[src/design/xaso_pkg.sv]
`default_nettype none

package xaso_pkg;

  localparam int unsigned MaxParams  = 32;
  localparam int unsigned StackAlign = 4;

  localparam logic [2:0] ClsFloat     = 3'd0;
  localparam logic [2:0] ClsDouble    = 3'd1;
  localparam logic [2:0] ClsScalar    = 3'd2;
  localparam logic [2:0] ClsStructPtr = 3'd3;

  typedef enum logic [2:0] {
    StLoad,
    StWalk,
    StRdSlot,
    StRdOff,
    StLatch,
    StSend
  } state_e;

endpackage

`default_nettype wire

[src/design/xaso_ram.sv]
`default_nettype none

module xaso_ram #(
  parameter int unsigned Width = 8,
  parameter int unsigned Depth = 32
) (
  input  wire logic                     clk_i,
  input  wire logic                     we_i,
  input  wire logic [$clog2(Depth)-1:0] waddr_i,
  input  wire logic [Width-1:0]         wdata_i,
  input  wire logic                     re_i,
  input  wire logic [$clog2(Depth)-1:0] raddr_i,
  output logic      [Width-1:0]         rdata_o
);

  logic [Width-1:0] mem_q [Depth];

  always_ff @(posedge clk_i) begin
    if (we_i) begin
      mem_q[waddr_i] <= wdata_i;
    end
    if (re_i) begin
      rdata_o <= mem_q[raddr_i];
    end
  end

endmodule

`default_nettype wire

[src/design/x86_arg_stack_offset_layout_unit.sv]
`default_nettype none

// A record is taken in the load state; a record without the last mark gives no beat.
// On the last record, the slot walk adds one footprint per slot, from slot 0 to the highest slot,
// then each offset beat takes two RAM reads in series (slot RAM, then offset RAM) plus any output stall.
// A failed signature gives its single status beat on the cycle after the last record.
// Reset (async, active low) clears the sequencer, counters and per-slot width marks;
// the slot and offset RAMs are not cleared and need no clearing pass.
module x86_arg_stack_offset_layout_unit #(
  parameter int unsigned MaxRecords = xaso_pkg::MaxParams
) (
  input  wire logic        clk_i,
  input  wire logic        rst_ni,
  input  wire logic        in_valid_i,
  output logic             in_ready_o,
  input  wire logic [2:0]  param_class_i,
  input  wire logic [15:0] scalar_width_i,
  input  wire logic [7:0]  slot_i,
  input  wire logic        type_ends_in_star_i,
  input  wire logic        last_i,
  output logic             out_valid_o,
  input  wire logic        out_ready_i,
  output logic      [7:0]  offset_o,
  output logic             status_o,
  output logic             last_result_o
);

  localparam int unsigned SlotW = $clog2(MaxRecords);
  localparam int unsigned CntW  = $clog2(MaxRecords + 1);
  localparam logic [8:0]      SlotLimit = 9'(MaxRecords);
  localparam logic [CntW-1:0] CntLimit  = CntW'(MaxRecords);

  xaso_pkg::state_e state_q, state_d;

  logic [CntW-1:0]       total_q;
  logic [SlotW-1:0]      highest_q;
  logic                  failed_q;
  logic [MaxRecords-1:0] wide_q;
  logic [SlotW-1:0]      walk_idx_q;
  logic [7:0]            running_q;
  logic [SlotW-1:0]      emit_idx_q;
  logic [7:0]            out_offset_q;
  logic                  out_status_q;
  logic                  out_last_q;

  logic             in_fire;
  logic             rec_bad;
  logic             rec_wide;
  logic             slot_ok;
  logic             load_ok;
  logic             fail_d;
  logic             emit_final;
  logic             slot_re;
  logic             off_re;
  logic             off_we;
  logic [SlotW-1:0] slot_rdata;
  logic [7:0]       off_rdata;
  logic [SlotW-1:0] slot_idx;

  assign in_fire  = in_valid_i && in_ready_o;
  assign slot_ok  = {1'b0, slot_i} < SlotLimit;
  assign slot_idx = slot_i[SlotW-1:0];

  always_comb begin
    rec_bad  = 1'b0;
    rec_wide = 1'b0;
    case (param_class_i)
      xaso_pkg::ClsFloat: begin
        rec_wide = 1'b0;
      end
      xaso_pkg::ClsDouble: begin
        rec_wide = 1'b1;
      end
      xaso_pkg::ClsScalar: begin
        rec_bad  = scalar_width_i == 16'd8;
        rec_wide = scalar_width_i >= 16'd5 && scalar_width_i <= 16'd7;
      end
      xaso_pkg::ClsStructPtr: begin
        rec_bad = !type_ends_in_star_i;
      end
      default: begin
        rec_wide = 1'b0;
      end
    endcase
  end

  assign load_ok = in_fire && !failed_q && total_q < CntLimit && slot_ok && !rec_bad;
  assign fail_d  = failed_q || (in_fire && !load_ok);
  assign emit_final = (CntW'(emit_idx_q) + CntW'(1)) == total_q;

  always_comb begin
    state_d = state_q;
    case (state_q)
      xaso_pkg::StLoad: begin
        if (in_fire && last_i) begin
          state_d = fail_d ? xaso_pkg::StSend : xaso_pkg::StWalk;
        end
      end
      xaso_pkg::StWalk: begin
        if (walk_idx_q == highest_q) begin
          state_d = xaso_pkg::StRdSlot;
        end
      end
      xaso_pkg::StRdSlot: state_d = xaso_pkg::StRdOff;
      xaso_pkg::StRdOff:  state_d = xaso_pkg::StLatch;
      xaso_pkg::StLatch:  state_d = xaso_pkg::StSend;
      xaso_pkg::StSend: begin
        if (out_ready_i) begin
          state_d = (out_status_q || emit_final) ? xaso_pkg::StLoad : xaso_pkg::StRdSlot;
        end
      end
      default: state_d = xaso_pkg::StLoad;
    endcase
  end

  always_comb begin
    in_ready_o  = state_q == xaso_pkg::StLoad;
    out_valid_o = state_q == xaso_pkg::StSend;
    off_we      = state_q == xaso_pkg::StWalk;
    slot_re     = state_q == xaso_pkg::StRdSlot;
    off_re      = state_q == xaso_pkg::StRdOff;
  end

  assign offset_o      = out_offset_q;
  assign status_o      = out_status_q;
  assign last_result_o = out_last_q;

  always_ff @(posedge clk_i or negedge rst_ni) begin
    if (!rst_ni) begin
      state_q    <= xaso_pkg::StLoad;
      total_q    <= '0;
      highest_q  <= '0;
      failed_q   <= 1'b0;
      wide_q     <= '0;
      walk_idx_q <= '0;
      running_q  <= '0;
      emit_idx_q <= '0;
    end else begin
      state_q <= state_d;
      case (state_q)
        xaso_pkg::StLoad: begin
          if (load_ok) begin
            wide_q[slot_idx] <= rec_wide;
            total_q          <= total_q + CntW'(1);
            if (slot_idx > highest_q) begin
              highest_q <= slot_idx;
            end
          end
          if (in_fire) begin
            failed_q <= fail_d && !last_i;
            if (last_i && fail_d) begin
              total_q   <= '0;
              highest_q <= '0;
              wide_q    <= '0;
            end
          end
          walk_idx_q <= '0;
          running_q  <= '0;
          emit_idx_q <= '0;
        end
        xaso_pkg::StWalk: begin
          walk_idx_q <= walk_idx_q + SlotW'(1);
          running_q  <= running_q + (wide_q[walk_idx_q] ? 8'd8 : 8'(xaso_pkg::StackAlign));
        end
        xaso_pkg::StSend: begin
          if (out_ready_i) begin
            emit_idx_q <= emit_idx_q + SlotW'(1);
            if (!out_status_q && emit_final) begin
              total_q   <= '0;
              highest_q <= '0;
              failed_q  <= 1'b0;
              wide_q    <= '0;
            end
          end
        end
        default: begin
          emit_idx_q <= emit_idx_q;
        end
      endcase
    end
  end

  always_ff @(posedge clk_i) begin
    if (state_q == xaso_pkg::StLoad && in_fire && last_i && fail_d) begin
      out_offset_q <= '0;
      out_status_q <= 1'b1;
      out_last_q   <= 1'b1;
    end else if (state_q == xaso_pkg::StLatch) begin
      out_offset_q <= off_rdata;
      out_status_q <= 1'b0;
      out_last_q   <= emit_final;
    end
  end

  xaso_ram #(
    .Width(SlotW),
    .Depth(MaxRecords)
  ) u_slot_ram (
    .clk_i  (clk_i),
    .we_i   (load_ok),
    .waddr_i(total_q[SlotW-1:0]),
    .wdata_i(slot_idx),
    .re_i   (slot_re),
    .raddr_i(emit_idx_q),
    .rdata_o(slot_rdata)
  );

  xaso_ram #(
    .Width(8),
    .Depth(MaxRecords)
  ) u_offset_ram (
    .clk_i  (clk_i),
    .we_i   (off_we),
    .waddr_i(walk_idx_q),
    .wdata_i(running_q),
    .re_i   (off_re),
    .raddr_i(slot_rdata),
    .rdata_o(off_rdata)
  );

`ifndef NO_ASSERTIONS
  a_one_side: assert property (@(posedge clk_i) disable iff (!rst_ni)
    !(in_ready_o && out_valid_o))
    else $error("input and output side active together");

  a_walk_clean: assert property (@(posedge clk_i) disable iff (!rst_ni)
    state_q == xaso_pkg::StWalk |-> !failed_q && total_q != '0 && walk_idx_q <= highest_q)
    else $error("slot walk entered in a bad state");

  a_fail_beat: assert property (@(posedge clk_i) disable iff (!rst_ni)
    out_valid_o && out_status_q |-> out_last_q && out_offset_q == '0)
    else $error("status beat malformed");

  a_emit_range: assert property (@(posedge clk_i) disable iff (!rst_ni)
    out_valid_o && !out_status_q |-> CntW'(emit_idx_q) < total_q)
    else $error("offset beat beyond record count");

  a_clear_after: assert property (@(posedge clk_i) disable iff (!rst_ni)
    out_valid_o && out_ready_i && out_last_q |=> total_q == '0 && !failed_q && wide_q == '0)
    else $error("signature state not cleared");
`endif

endmodule

`default_nettype wire

[config.mk]
export PLATFORM = sky130hd
export DESIGN_NAME = x86_arg_stack_offset_layout_unit
export DESIGN_NICKNAME = d
export VERILOG_FILES = /design/src/design/xaso_pkg.sv /design/src/design/xaso_ram.sv /design/src/design/x86_arg_stack_offset_layout_unit.sv
export SDC_FILE = /design/constraint.sdc
export NUM_CORES = 1
export LEC_CHECK = 0
export ABC_AREA = 1
export BUFFER_PORTS_ARGS = -buffer_cell sky130_fd_sc_hd__buf_2
export CORE_MARGIN = 2
export CORE_UTILIZATION = 55
export DETAILED_ROUTE_END_ITERATION = 6
export HOLD_SLACK_MARGIN = 0.02
export PLACE_DENSITY = 0.8
export SLEW_MARGIN = 25
export SYNTH_ARGS = -nofsm -noshare
export SYNTH_HDL_FRONTEND = slang
export SYNTH_SLANG_ARGS = --single-unit
export TNS_END_PERCENT = 30
[constraint.sdc]
create_clock -name clk_i -period 3.8 [get_ports clk_i]
set_clock_uncertainty 0.2 [all_clocks]
set_input_delay 0.76 -clock clk_i [delete_from_list [all_inputs] [get_ports clk_i]]
set_output_delay 0.76 -clock clk_i [all_outputs]
set_load 0.01 [all_outputs]
==> results_tabular.tex, run 1 <==
\begin{tabular}{lr}
\hline
Metric & Value \\
\hline
\multicolumn{2}{l}{\textbf{Timing}} \\
\quad Crit path time final & 3.22 ns \\
\quad Fraction of the cycle the final worst path needs & 84.7\% \\
\quad Setup slack after layout & 0.583 ns \\
\quad Final setup violating endpoints & 0 \\
\quad Slew margin rel. & 34.1\% \\
\quad Setup repair after global routing missed its margin & no \\
\quad Max Transition Viols Final & 0 \\
\quad Highest clock rate & 311 MHz \\
\quad Setup Total Neg Slack & 0 ns \\
\quad Actual transition at the worst max-transition pin & 0.988 ns \\
\quad Final Hold Violating Endpoints & 0 \\
\multicolumn{2}{l}{\textbf{Clocking}} \\
\quad Num CTS Buffers & 45 \\
\quad Root Buffer & clkbuf\_16 \\
\quad TritonCTS clock tree & yes \\
\quad TritonCTS sink count & 434 \\
\quad Clock-pin slew on the worst setup and hold paths & 0.06 ns \\
\quad Setup repair bufs after CTS & 0 \\
\quad Max Root-Sink Buffers & 3 \\
\quad Resized cells post-CTS & 0 \\
\quad Cts hold-fix bufs & 0 \\
\quad Depth of the CTS H-tree & 2 \\
\quad Latest clock arrival within the worst-skew pair & 0.58 ns \\
\multicolumn{2}{l}{\textbf{Drt}} \\
\quad Detailed-routed wire length on met3 & 5270 um \\
\quad 1st-pass router iterations & 6 \\
\quad Drt initial violations & 2020 \\
\quad Met1 WL & 19200 um \\
\quad Total length of routed met2 wires & 22400 um \\
\quad Final ANT Viol Nets & 0 \\
\quad Number of design rule violations left after detail routing & 0 \\
\quad Wirelength, routed & 48300 um \\
\quad Avg WL per Cell & 19.6 um \\
\quad Highest Signal Layer & met4 \\
\quad Via Count & 14900 \\
\quad Routed vias/inst & 6.05 \\
\multicolumn{2}{l}{\textbf{Worst hold path}} \\
\quad Path category of the worst min-delay check & primary input to async pin \\
\multicolumn{2}{l}{\textbf{Synth}} \\
\quad Most instantiated flip-flop cell in the synthesis netlist & edfxtp\_1 \\
\quad Synth warn & 0 \\
\quad Top cells by area, synth & edfxtp\_1 (55\%), dfrtp\_1 (8.0\%), o21ai\_0 (6.3\%), nor2\_1 (6.2\%), nand2\_1 (6.2\%) \\
\quad Netlist area before placement & 19800 um2 \\
\quad Cell type with the largest total area after synthesis & edfxtp\_1 \\
\quad Most numerous cell types in the synthesized netlist & edfxtp\_1 (363), nor2\_1 (325), nand2\_1 (324) \\
\quad Synth top area share & 55.2\% \\
\quad Dominant cell by count in the synthesized netlist & edfxtp\_1 \\
\quad Proportion of synthesized chip area in sequential cells & 63.9\% \\
\quad EDFF count, synth & 363 \\
\quad Post-synthesis average cell area & 10.1 um2 \\
\quad Share of synthesized registers carrying an async set or reset & 14.5\% \\
\quad Cell count after synthesis & 1954 \\
\quad Library cells used by synthesis & 45 \\
\quad Seq cells post-synth & 434 \\
\multicolumn{2}{l}{\textbf{Run}} \\
\quad Max cap viols & 0 \\
\multicolumn{2}{l}{\textbf{Setup path}} \\
\quad Series of cell instances along the critical path & buf\_4, inv\_1, buf\_4, o21ai\_0, o22ai\_1, nor2\_1, nor2\_1, o21ai\_0, a21oi\_1 \\
\quad Slack of the worst reg-to-reg path & 0.58 ns \\
\quad Crit Reg-Reg Startpoint & emit\_idx\_q[1]\$\_DFFE\_PN0P\_ \\
\quad Maximum cell stage delay along the critical path & 0.66 ns \\
\quad WP data required & 3.99 ns \\
\quad Type of element launching the critical path & register \\
\quad Terminus of the critical flop-to-flop path & u\_slot\_ram.rdata\_o[1]\$\_DFFE\_PP\_ \\
\quad CP endpoint kind & register \\
\quad Crit-path leading delay family & buffers and inverters \\
\quad CP Buf/Inv Count & 3 \\
\quad WP depth & 9 \\
\quad Critical-path cell with the highest stage delay & dfrtp\_1 \\
\quad Register-to-Register Path Depth & 9 \\
\quad Peak fanout along the critical path & 24 \\
\quad CP arrival & 3.41 ns \\
\quad Worst setup path class & register to register \\
\multicolumn{2}{l}{\textbf{GRT}} \\
\quad GRT overflow & 0 \\
\quad Initial antenna violation count & 0 \\
\quad Aggregate global-route resource usage & 25.5\% \\
\quad Wire length of the first global-routing pass & 76300 um \\
\quad Pin count of the biggest net entering global routing & 100 \\
\quad Number of global-route vias before repair & 14000 \\
\multicolumn{2}{l}{\textbf{Placement}} \\
\quad Placed insts & 2382 \\
\quad Routability-driven placement congestion ratio & 0.854 \\
\quad Input/output buffers & 42 \\
\quad Sum of net half-perimeters after detailed placement & 29900 um \\
\quad Post-Place Setup Slack & 0.684 ns \\
\multicolumn{2}{l}{\textbf{Die}} \\
\quad Starting density of the core & 55.7\% \\
\quad Total number of placement rows & 69 \\
\quad Horiz. Die Dim & 194 um \\
\quad \# IOs & 45 \\
\quad Die Footprint & 37500 um2 \\
\quad Placeable core region & 35500 um2 \\
\quad Die extent in y & 194 um \\
\multicolumn{2}{l}{\textbf{Finish}} \\
\quad Final Non-Filler Cells & 2465 \\
\quad Ratio of cells with drive above 1 in the final layout & 8.93\% \\
\quad Ant. Diodes & 0 \\
\quad Synthesis-to-layout area growth & 10.9\% \\
\quad Total number of nets in the final design & 2018 \\
\quad Utilization after layout & 61.8\% \\
\quad Fill cell count & 2696 \\
\multicolumn{2}{l}{\textbf{Outcome}} \\
\quad Status & finished, final reports clean \\
\multicolumn{2}{l}{\textbf{Power}} \\
\quad Leakage & 8.32 nW \\
\quad Max IR drop VDD & 0.000372 V \\
\quad Areal power density over the cells & 624 nW/um2 \\
\hline
\end{tabular}
## worst register-to-register path: stages, from the launching register on
cell and delay, ns:
dfrtp_1 0.66, buf_4 0.35, inv_1 0.53, buf_4 0.37, o21ai_0 0.15, o22ai_1 0.19, nor2_1 0.09, nor2_1 0.14
o21ai_0 0.10, a21oi_1 0.29
## kinds of logic (layout without fill, tap and decap cells)
logic type	count (synthesis)	count (layout)	synth area share, %
AND/OR/NAND/NOR	806	806	16.7
buffers and inverters	259	308	5.32
adder cells (fa/ha/maj)	17	17	1.11
multiplexers	2	2	0.101
other	1	2	0.0190
flip-flops	434	434	63.9
XOR/XNOR	8	8	0.355
AO/OA/AOI/OAI	427	427	12.4
## layout by cell type (no fill, tap or decap), types with 5 or more instances in the layout
cell / instances
a21oi_1: 66
a31oi_1: 8
buf_2: 42
buf_4: 36
bufinv_16: 8
clkbuf_1: 7
clkbuf_16: 45
clkinv_1: 9
clkinv_2: 8
dfrtp_1: 58
dfrtp_2: 5
dfxtp_1: 8
edfxtp_1: 363
ha_1: 16
inv_1: 135
inv_2: 8
nand2_1: 324
nand2_2: 5
nand3_1: 122
nand4_1: 6
nor2_1: 325
nor3_1: 10
o21ai_0: 249
o21ai_1: 5
o221ai_1: 62
o22ai_1: 29
## how the worst max path moves through the flow
stage / from / endpoint / slack, ns
floorplan: walk_idx_q[1]$_DFFE_PN0P_ / running_q[6]$_DFFE_PN0P_ / 1.01
global placement: emit_idx_q[1]$_DFFE_PN0P_ / u_slot_ram.rdata_o[2]$_DFFE_PP_ / 0.86
detailed placement: walk_idx_q[0]$_DFFE_PN0P_ / running_q[6]$_DFFE_PN0P_ / 0.68
CTS: walk_idx_q[0]$_DFFE_PN0P_ / running_q[6]$_DFFE_PN0P_ / 0.64
global route: emit_idx_q[1]$_DFFE_PN0P_ / wide_q[25]$_DFFE_PN0P_ / 0.34
finish: emit_idx_q[1]$_DFFE_PN0P_ / u_slot_ram.rdata_o[1]$_DFFE_PP_ / 0.58
## sequential cells by signal, summed over array words and instances, names as in the netlist
name and flops:
state_q 3, u_slot_ram.rdata_o 5, running_q 6, total_q 6, u_slot_ram.mem_q 160, walk_idx_q 5
wide_q 32, u_offset_ram.rdata_o 6, last_result_o 1, u_offset_ram.mem_q 192, status_o 1, offset_o 6
highest_q 5, failed_q 1, emit_idx_q 5
## per-layer routing
metal | vias to the layer above | GRT usage, %
met5 | - | 0
met4 | 0 | 8.20
met3 | 136 | 5.23
met2 | 910 | 40.3
met1 | 7048 | 35.7
li1 | 6822 | -
## final cells by class
type,instances,area [um2],area share (%)
clock buffer,52,1150,5.26
clock inverter,31,419,1.91
inverter,146,551,2.51
multi-input combinational,1262,6080,27.7
sequential,434,12600,57.7
tap,461,577,2.63
timing repair buffer,79,500,2.28
## power breakdown
group          internal (mW)  switching (mW)  leakage (nW)  total (mW)
Combinational          0.897            2.12          3.38        3.02
Clock                   2.75            1.89         0.760        4.64
Sequential              5.63           0.385          4.18        6.02
## metrics by stage
stage,cell area [um2],hold slack (ns),total power [mW]
after floorplan,19800,0.249,8.12
after global placement,20300,0.250,8.92
after detailed placement,20300,0.265,9.04
after CTS,21900,0.109,13.7
after global routing,21900,0.165,14.3
final,21900,0.111,13.7
No activity file was read; power rests on OpenSTA's default activity.
==> run 2: changes to the inputs <==
- clock period: 3.8 -> 3.05 ns (I/O delays scaled with it)
==> results_tabular.tex, run 2 (synthesis gave the netlist of run 1 again) <==
\begin{tabular}{lr}
\hline
Metric & Value \\
\hline
\multicolumn{2}{l}{\textbf{Clocking}} \\
\quad TritonCTS sink count & 434 (unchanged) \\
\quad Setup repair bufs after CTS & 0 (unchanged) \\
\quad TritonCTS clock tree & yes \\
\quad Num CTS Buffers & 44 (-2.2\%) \\
\quad Clock-pin slew on the worst setup and hold paths & 0.07 ns (about the same) \\
\quad Depth of the CTS H-tree & 2 (unchanged) \\
\quad Latest clock arrival within the worst-skew pair & 0.56 ns (-0.02 ns) \\
\quad Max Root-Sink Buffers & 3 (unchanged) \\
\quad Root Buffer & clkbuf\_16 \\
\multicolumn{2}{l}{\textbf{Setup path}} \\
\quad Slack of the worst reg-to-reg path & 0.16 ns (-0.43 ns) \\
\quad WP data required & 3.30 ns (-0.69 ns) \\
\quad CP endpoint kind & register \\
\quad Type of element launching the critical path & register \\
\quad Peak fanout along the critical path & 8 (-67\%) \\
\quad Worst setup path class & register to register \\
\quad CP arrival & 3.14 ns (-0.27 ns) \\
\multicolumn{2}{l}{\textbf{Drt}} \\
\quad Avg WL per Cell & 19.4 um (-0.94\%) \\
\quad Final ANT Viol Nets & 0 (unchanged) \\
\quad Wirelength, routed & 48200 um (-0.22\%) \\
\quad 1st-pass router iterations & 6 (unchanged) \\
\quad Routed vias/inst & 6.06 (+0.17\%) \\
\quad Via Count & 15100 (+0.91\%) \\
\quad Drt initial violations & 1914 (-5.2\%) \\
\quad Number of design rule violations left after detail routing & 0 (unchanged) \\
\multicolumn{2}{l}{\textbf{Finish}} \\
\quad Ant. Diodes & 0 (unchanged) \\
\quad Final Non-Filler Cells & 2483 (+0.73\%) \\
\quad Ratio of cells with drive above 1 in the final layout & 9.50\% (+0.56 points) \\
\quad Flip-flop count of the largest register after layout & 192 (unchanged) \\
\quad Register containing the most flip-flops in the final layout & u\_offset\_ram.mem\_q \\
\quad Commonest cells after routing, fill and taps aside & edfxtp\_1 (363), nor2\_1 (325), nand2\_1 (324) \\
\quad Total number of nets in the final design & 2037 (+0.94\%) \\
\quad Commonest non-fill, non-tap cell in the layout & edfxtp\_1 \\
\quad Leading registers by flop count & u\_offset\_ram.mem\_q: 192 flops, u\_slot\_ram.mem\_q: 160 flops, wide\_q: 32 flops \\
\quad Synthesis-to-layout area growth & 11.0\% \\
\multicolumn{2}{l}{\textbf{GRT}} \\
\quad Initial antenna violation count & 0 (unchanged) \\
\quad Aggregate global-route resource usage & 25.4\% (-0.10 points) \\
\quad Wire length of the first global-routing pass & 76200 um (-0.15\%) \\
\quad GRT overflow & 0 (unchanged) \\
\quad Number of global-route vias before repair & 14300 (+1.8\%) \\
\quad Pin count of the biggest net entering global routing & 100 (unchanged) \\
\multicolumn{2}{l}{\textbf{Die}} \\
\quad Starting density of the core & 55.7\% (unchanged) \\
\quad Die extent in y & 194 um (unchanged) \\
\quad Die Footprint & 37500 um2 (unchanged) \\
\quad Horiz. Die Dim & 194 um (unchanged) \\
\quad Placeable core region & 35500 um2 (unchanged) \\
\quad \# IOs & 45 (unchanged) \\
\quad Total number of placement rows & 69 (unchanged) \\
\multicolumn{2}{l}{\textbf{Power}} \\
\quad Areal power density over the cells & 756 nW/um2 (+21\%) \\
\quad Proportion of power drawn by flip-flops and latches & 44.2\% (+0.2 points) \\
\quad Cell internal power dissipation & 11.2 mW (+21\%) \\
\quad Switch share & 32.5\% (+0.30 points) \\
\quad Combinational Power Share & 24.5\% (+2.4 points) \\
\quad Leakage & 8.35 nW (+0.44\%) \\
\quad Net Sw Power & 5.38 mW (+22\%) \\
\quad Clock network fraction of total power & 31.3\% (-2.6 points) \\
\quad Max IR drop VDD & 0.000664 V (+79\%) \\
\multicolumn{2}{l}{\textbf{Placement}} \\
\quad Sum of net half-perimeters after detailed placement & 30100 um (+0.35\%) \\
\quad Input/output buffers & 42 (unchanged) \\
\quad Routability-driven placement congestion ratio & 0.886 (+3.7\%) \\
\quad Placed insts & 2400 (+0.76\%) \\
\multicolumn{2}{l}{\textbf{Timing}} \\
\quad Fraction of the cycle the final worst path needs & 94.8\% (+10 points) \\
\quad Highest clock rate & 346 MHz (+11\%) \\
\quad Actual transition at the worst max-transition pin & 0.827 ns (-0.161 ns) \\
\quad Max Transition Viols Final & 0 (unchanged) \\
\quad Crit path time final & 2.89 ns (-0.325 ns) \\
\quad Setup Total Neg Slack & 0 ns (unchanged) \\
\quad Final worst hold slack & 0.174 ns (+0.0639 ns) \\
\quad Slew margin rel. & 44.5\% (+10 points) \\
\quad Final setup violating endpoints & 0 (unchanged) \\
\quad Final Hold Violating Endpoints & 0 (unchanged) \\
\multicolumn{2}{l}{\textbf{Outcome}} \\
\quad Status & finished, final reports clean \\
\multicolumn{2}{l}{\textbf{Run}} \\
\quad Max cap viols & 0 (unchanged) \\
\multicolumn{2}{l}{\textbf{Worst hold path}} \\
\quad Path category of the worst min-delay check & primary input to register \\
\hline
\end{tabular}
run 2: cell type report:
type | count | area, um2
multi-input combinational | 1262 | 6080
timing repair buffer | 99 | 711
fill | 2706 | 13500
sequential | 434 | 12600
clock buffer | 54 | 1160
tap | 461 | 577
inverter | 146 | 554
clock inverter | 27 | 219
run 2: timing repair:
action	in CTS	in global routing
hold buffers	1	0
resized for setup	0	3
setup endpoints to repair	0	38
endpoints found under the hold margin	27	0
run 2: power groups by stage:
stage               registers [mW]  clock network (mW)  logic [mW]
floorplan                     7.43                   0        2.68
global placement              7.41                   0        3.82
detailed placement            7.43                   0        3.95
CTS                           7.31                5.22        3.98
global route                  7.36                5.46        4.51
finish                        7.33                5.20        4.06
run 2: layer usage:
layer,vias to the layer above,GRT usage [%],share of wire [%]
li1,6865,-,-
met1,7156,35.8,40
met2,909,39.7,46
met3,121,4.72,10
met4,0,9.50,3.3
met5,-,0,0
run 2: per-stage QoR:
step / setup slack, ns / utilization [%] / power [mW] / cell area, um2
after global routing: -0.00666 / 61.8 / 17.3 / 21900
after detailed placement: -0.00985 / 57.8 / 11.4 / 20500
after floorplan: 0.262 / - / 10.1 / 19800
after CTS: 0.112 / 61.7 / 16.5 / 21900
final: 0.158 / 61.8 / 16.6 / 21900
after global placement: 0.0530 / 57.8 / 11.2 / 20500
run 2: worst paths after layout:
check                                                from                         to  cells past startpoint
max in group asynchronous                          rst_ni  walk_idx_q[2]$_DFFE_PN0P_                      3
worst min-delay path                               last_i       failed_q$_DFFE_PN0P_                      4
worst max register to register  walk_idx_q[3]$_DFFE_PN0P_   running_q[6]$_DFFE_PN0P_                     14
min in group asynchronous                          rst_ni     wide_q[17]$_DFFE_PN0P_                      2
worst min register to register   offset_o[7]$_SDFFE_PP0P_   offset_o[7]$_SDFFE_PP0P_                      2
worst max-delay path            walk_idx_q[3]$_DFFE_PN0P_   running_q[6]$_DFFE_PN0P_                     14
run 2: critical path: stages (launching register included):
cell and delay [ns]:
dfrtp_1 0.49, inv_1 0.12, nor3_1 0.47, nand2_1 0.09, nor4b_1 0.15, nand2_1 0.17, inv_1 0.07, ha_1 0.21
fa_1 0.40, nand2_1 0.07, inv_1 0.05, nand2_1 0.05, nor2_1 0.06, a21oi_1 0.13, a21oi_1 0.05
==> run 3: changes to the inputs <==
--- a/config.mk
+++ b/config.mk
@@ -14,3 +14,3 @@
 export PLACE_DENSITY = 0.8
-export SLEW_MARGIN = 25
+export SLEW_MARGIN = 20
 export SYNTH_ARGS = -nofsm -noshare
--- a/constraint.sdc
+++ b/constraint.sdc
@@ -4,2 +4,2 @@
 set_output_delay 0.61 -clock clk_i [all_outputs]
-set_load 0.01 [all_outputs]
+set_load 0.005 [all_outputs]
==> results_tabular.tex, run 3 (synthesis gave the netlist of run 1 again) <==
\begin{tabular}{lr}
\hline
Metric & Value \\
\hline
\multicolumn{2}{l}{\textbf{Outcome}} \\
\quad Status & finished, final reports clean \\
\multicolumn{2}{l}{\textbf{Drt}} \\
\quad Wirelength, routed & 48300 um (+0.22\%) \\
\quad Number of design rule violations left after detail routing & 0 (unchanged) \\
\quad 1st-pass router iterations & 6 (unchanged) \\
\quad Routed vias/inst & 6.02 (-0.68\%) \\
\quad Drt initial violations & 1674 (-13\%) \\
\quad Avg WL per Cell & 19.4 um (about the same) \\
\quad Final ANT Viol Nets & 0 (unchanged) \\
\quad Via Count & 15000 (-0.52\%) \\
\multicolumn{2}{l}{\textbf{Finish}} \\
\quad Register containing the most flip-flops in the final layout & u\_offset\_ram.mem\_q \\
\quad Ratio of cells with drive above 1 in the final layout & 9.58\% (+0.085 points) \\
\quad Commonest cells after routing, fill and taps aside & edfxtp\_1 (363), nor2\_1 (325), nand2\_1 (324) \\
\quad Synthesis-to-layout area growth & 11.5\% \\
\quad Leading registers by flop count & u\_offset\_ram.mem\_q: 192 flops, u\_slot\_ram.mem\_q: 160 flops, wide\_q: 32 flops \\
\quad Fill cell count & 2689 (-0.63\%) \\
\quad Total number of nets in the final design & 2038 (+0.049\%) \\
\quad Final Non-Filler Cells & 2487 (+0.16\%) \\
\quad Flip-flop count of the largest register after layout & 192 (unchanged) \\
\quad Commonest non-fill, non-tap cell in the layout & edfxtp\_1 \\
\multicolumn{2}{l}{\textbf{Timing}} \\
\quad Actual transition at the worst max-transition pin & 1.04 ns (+0.211 ns) \\
\quad Setup repair after global routing missed its margin & no \\
\quad Setup Total Neg Slack & 0 ns (unchanged) \\
\quad Max Transition Viols Final & 0 (unchanged) \\
\quad Crit path time final & 2.89 ns (-0.00748 ns) \\
\quad Highest clock rate & 347 MHz (+0.26\%) \\
\quad Final setup violating endpoints & 0 (unchanged) \\
\quad Fraction of the cycle the final worst path needs & 94.6\% (-0.25 points) \\
\quad Final Hold Violating Endpoints & 0 (unchanged) \\
\quad Slew margin rel. & 30.6\% (-14 points) \\
\multicolumn{2}{l}{\textbf{Die}} \\
\quad Die Footprint & 37500 um2 (unchanged) \\
\quad \# IOs & 45 (unchanged) \\
\quad Die extent in y & 194 um (unchanged) \\
\quad Horiz. Die Dim & 194 um (unchanged) \\
\quad Placeable core region & 35500 um2 (unchanged) \\
\quad Total number of placement rows & 69 (unchanged) \\
\quad Starting density of the core & 55.7\% (unchanged) \\
\multicolumn{2}{l}{\textbf{Clocking}} \\
\quad Num CTS Buffers & 45 (+2.3\%) \\
\quad Max Root-Sink Buffers & 3 (unchanged) \\
\quad TritonCTS sink count & 434 (unchanged) \\
\quad Depth of the CTS H-tree & 2 (unchanged) \\
\quad TritonCTS clock tree & yes \\
\quad Clock-pin slew on the worst setup and hold paths & 0.06 ns (about the same) \\
\quad Latest clock arrival within the worst-skew pair & 0.59 ns (+0.03 ns) \\
\quad Root Buffer & clkbuf\_16 \\
\multicolumn{2}{l}{\textbf{Worst hold path}} \\
\quad Path category of the worst min-delay check & primary input to register \\
\quad Hold wc startpoint & last\_i \\
\quad Worst hold path cell count & 4 (unchanged) \\
\multicolumn{2}{l}{\textbf{Power}} \\
\quad Cell internal power dissipation & 11.4 mW (+1.4\%) \\
\quad Areal power density over the cells & 763 nW/um2 (+0.99\%) \\
\quad Switch share & 32.5\% (about the same) \\
\quad Proportion of power drawn by flip-flops and latches & 43.7\% (-0.5 points) \\
\quad Leakage & 8.38 nW (+0.25\%) \\
\quad Combinational Power Share & 24.2\% (-0.3 points) \\
\quad Clock network fraction of total power & 32.2\% (+0.9 points) \\
\quad Net Sw Power & 5.46 mW (+1.5\%) \\
\quad Total power & 16.8 mW (+1.4\%) \\
\quad Max IR drop VDD & 0.000668 V (+0.49\%) \\
\multicolumn{2}{l}{\textbf{Setup path}} \\
\quad CP arrival & 3.14 ns (about the same) \\
\quad Peak fanout along the critical path & 9 (+1) \\
\quad Type of element launching the critical path & register \\
\quad WP data required & 3.30 ns (about the same) \\
\quad Worst setup path class & register to register \\
\quad Timing startpoint of the critical path & walk\_idx\_q[2]\$\_DFFE\_PN0P\_ \\
\quad Slack of the worst reg-to-reg path & 0.16 ns (about the same) \\
\quad CP endpoint kind & register \\
\quad Crit Reg-Reg Startpoint & walk\_idx\_q[2]\$\_DFFE\_PN0P\_ \\
\quad Register-to-Register Path Depth & 15 (+1) \\
\multicolumn{2}{l}{\textbf{Run}} \\
\quad Max cap viols & 0 (unchanged) \\
\multicolumn{2}{l}{\textbf{GRT}} \\
\quad Aggregate global-route resource usage & 25.8\% (+0.35 points) \\
\quad Wire length of the first global-routing pass & 77100 um (+1.2\%) \\
\quad GRT overflow & 0 (unchanged) \\
\quad Number of global-route vias before repair & 14300 (-0.12\%) \\
\quad Pin count of the biggest net entering global routing & 100 (unchanged) \\
\quad Initial antenna violation count & 1 (+1) \\
\multicolumn{2}{l}{\textbf{Placement}} \\
\quad Placed insts & 2398 (-0.083\%) \\
\quad Routability-driven placement congestion ratio & 0.909 (+2.6\%) \\
\quad Input/output buffers & 42 (unchanged) \\
\quad Sum of net half-perimeters after detailed placement & 29900 um (-0.49\%) \\
\hline
\end{tabular}
==> run 3: cell count changes in the layout (fill, tap and decap cells not counted), sizes merged <==
cell      delta
clkbuf       +6
clkinv       -3
buf          -2
bufinv       +1
clkinvlp     +1
diode        +1
==> run 3: cell type report <==
cell class / count / area, um2 / area share [%]
Inverter: 146 / 554 / 2.52
Timing Repair Buffer: 97 / 704 / 3.20
Clock inverter: 24 / 267 / 1.21
Clock buffer: 60 / 1180 / 5.37
Timing Repair inverter: 2 / 15.0 / 0.0681
Sequential cell: 434 / 12600 / 57.4
Tap cell: 461 / 577 / 2.62
Multi-Input combinational cell: 1262 / 6090 / 27.6
Antenna cell: 1 / 2.50 / 0.0114
==> run 3: per-stage QoR <==
step	instance area [um2]	worst slack (ns)	hold slack (ns)	util (%)
final	22000	0.165	0.172	62.1
after detailed placement	20500	-0.0495	0.245	57.8
after floorplan	19800	0.262	0.114	-
after global placement	20500	0.0595	0.245	57.8
after CTS	22000	0.136	0.149	62.0
after global routing	22000	0.00489	0.189	62.1
==> run 3: repair_timing <==
item | in CTS | in global routing
endpoints found under the setup margin | 0 | 40
setup buffers | 0 | 1
endpoints found under the hold margin | 63 | 0
gates resized for setup | 0 | 8
hold buffers | 1 | 0
==> run 3: final timing paths <==
kind / end
worst max register to register: running_q[6]$_DFFE_PN0P_
min in group asynchronous: wide_q[26]$_DFFE_PN0P_
worst max-delay path: running_q[6]$_DFFE_PN0P_
worst min-delay path: failed_q$_DFFE_PN0P_
worst min register to register: offset_o[5]$_SDFFE_PP0P_
max in group asynchronous: walk_idx_q[0]$_DFFE_PN0P_
==> run 3: worst max-delay path: stages (launching register included) <==
cell and delay [ns]:
dfrtp_2 0.46, inv_1 0.13, nor3_1 0.24, inv_1 0.19, a21oi_1 0.22, nor4b_1 0.08, nand2_1 0.17, inv_1 0.07
ha_1 0.21, fa_1 0.39, nand2_1 0.08, inv_1 0.05, nand2_1 0.05, nor2_1 0.05, a21oi_1 0.12, a21oi_1 0.05
==> run 3: power groups by stage <==
stage	Combinational (mW)	Sequential, mW	Clock, mW
5_1_grt	4.54	7.38	5.67
2_1_floorplan	2.68	7.41	0
3_5_place_dp	3.93	7.43	0
4_1_cts	3.96	7.31	5.44
6_report	4.07	7.34	5.41
3_3_place_gp	3.81	7.41	0
==> run 3: per-layer routing <==
layer  wire (um)  track usage [%]  share of wire [%]
met5           0                0                  0
met3        5290             5.11                 11
met4        1360             9.36                2.8
met2       22500             40.0                 46
met1       19200             36.4                 40
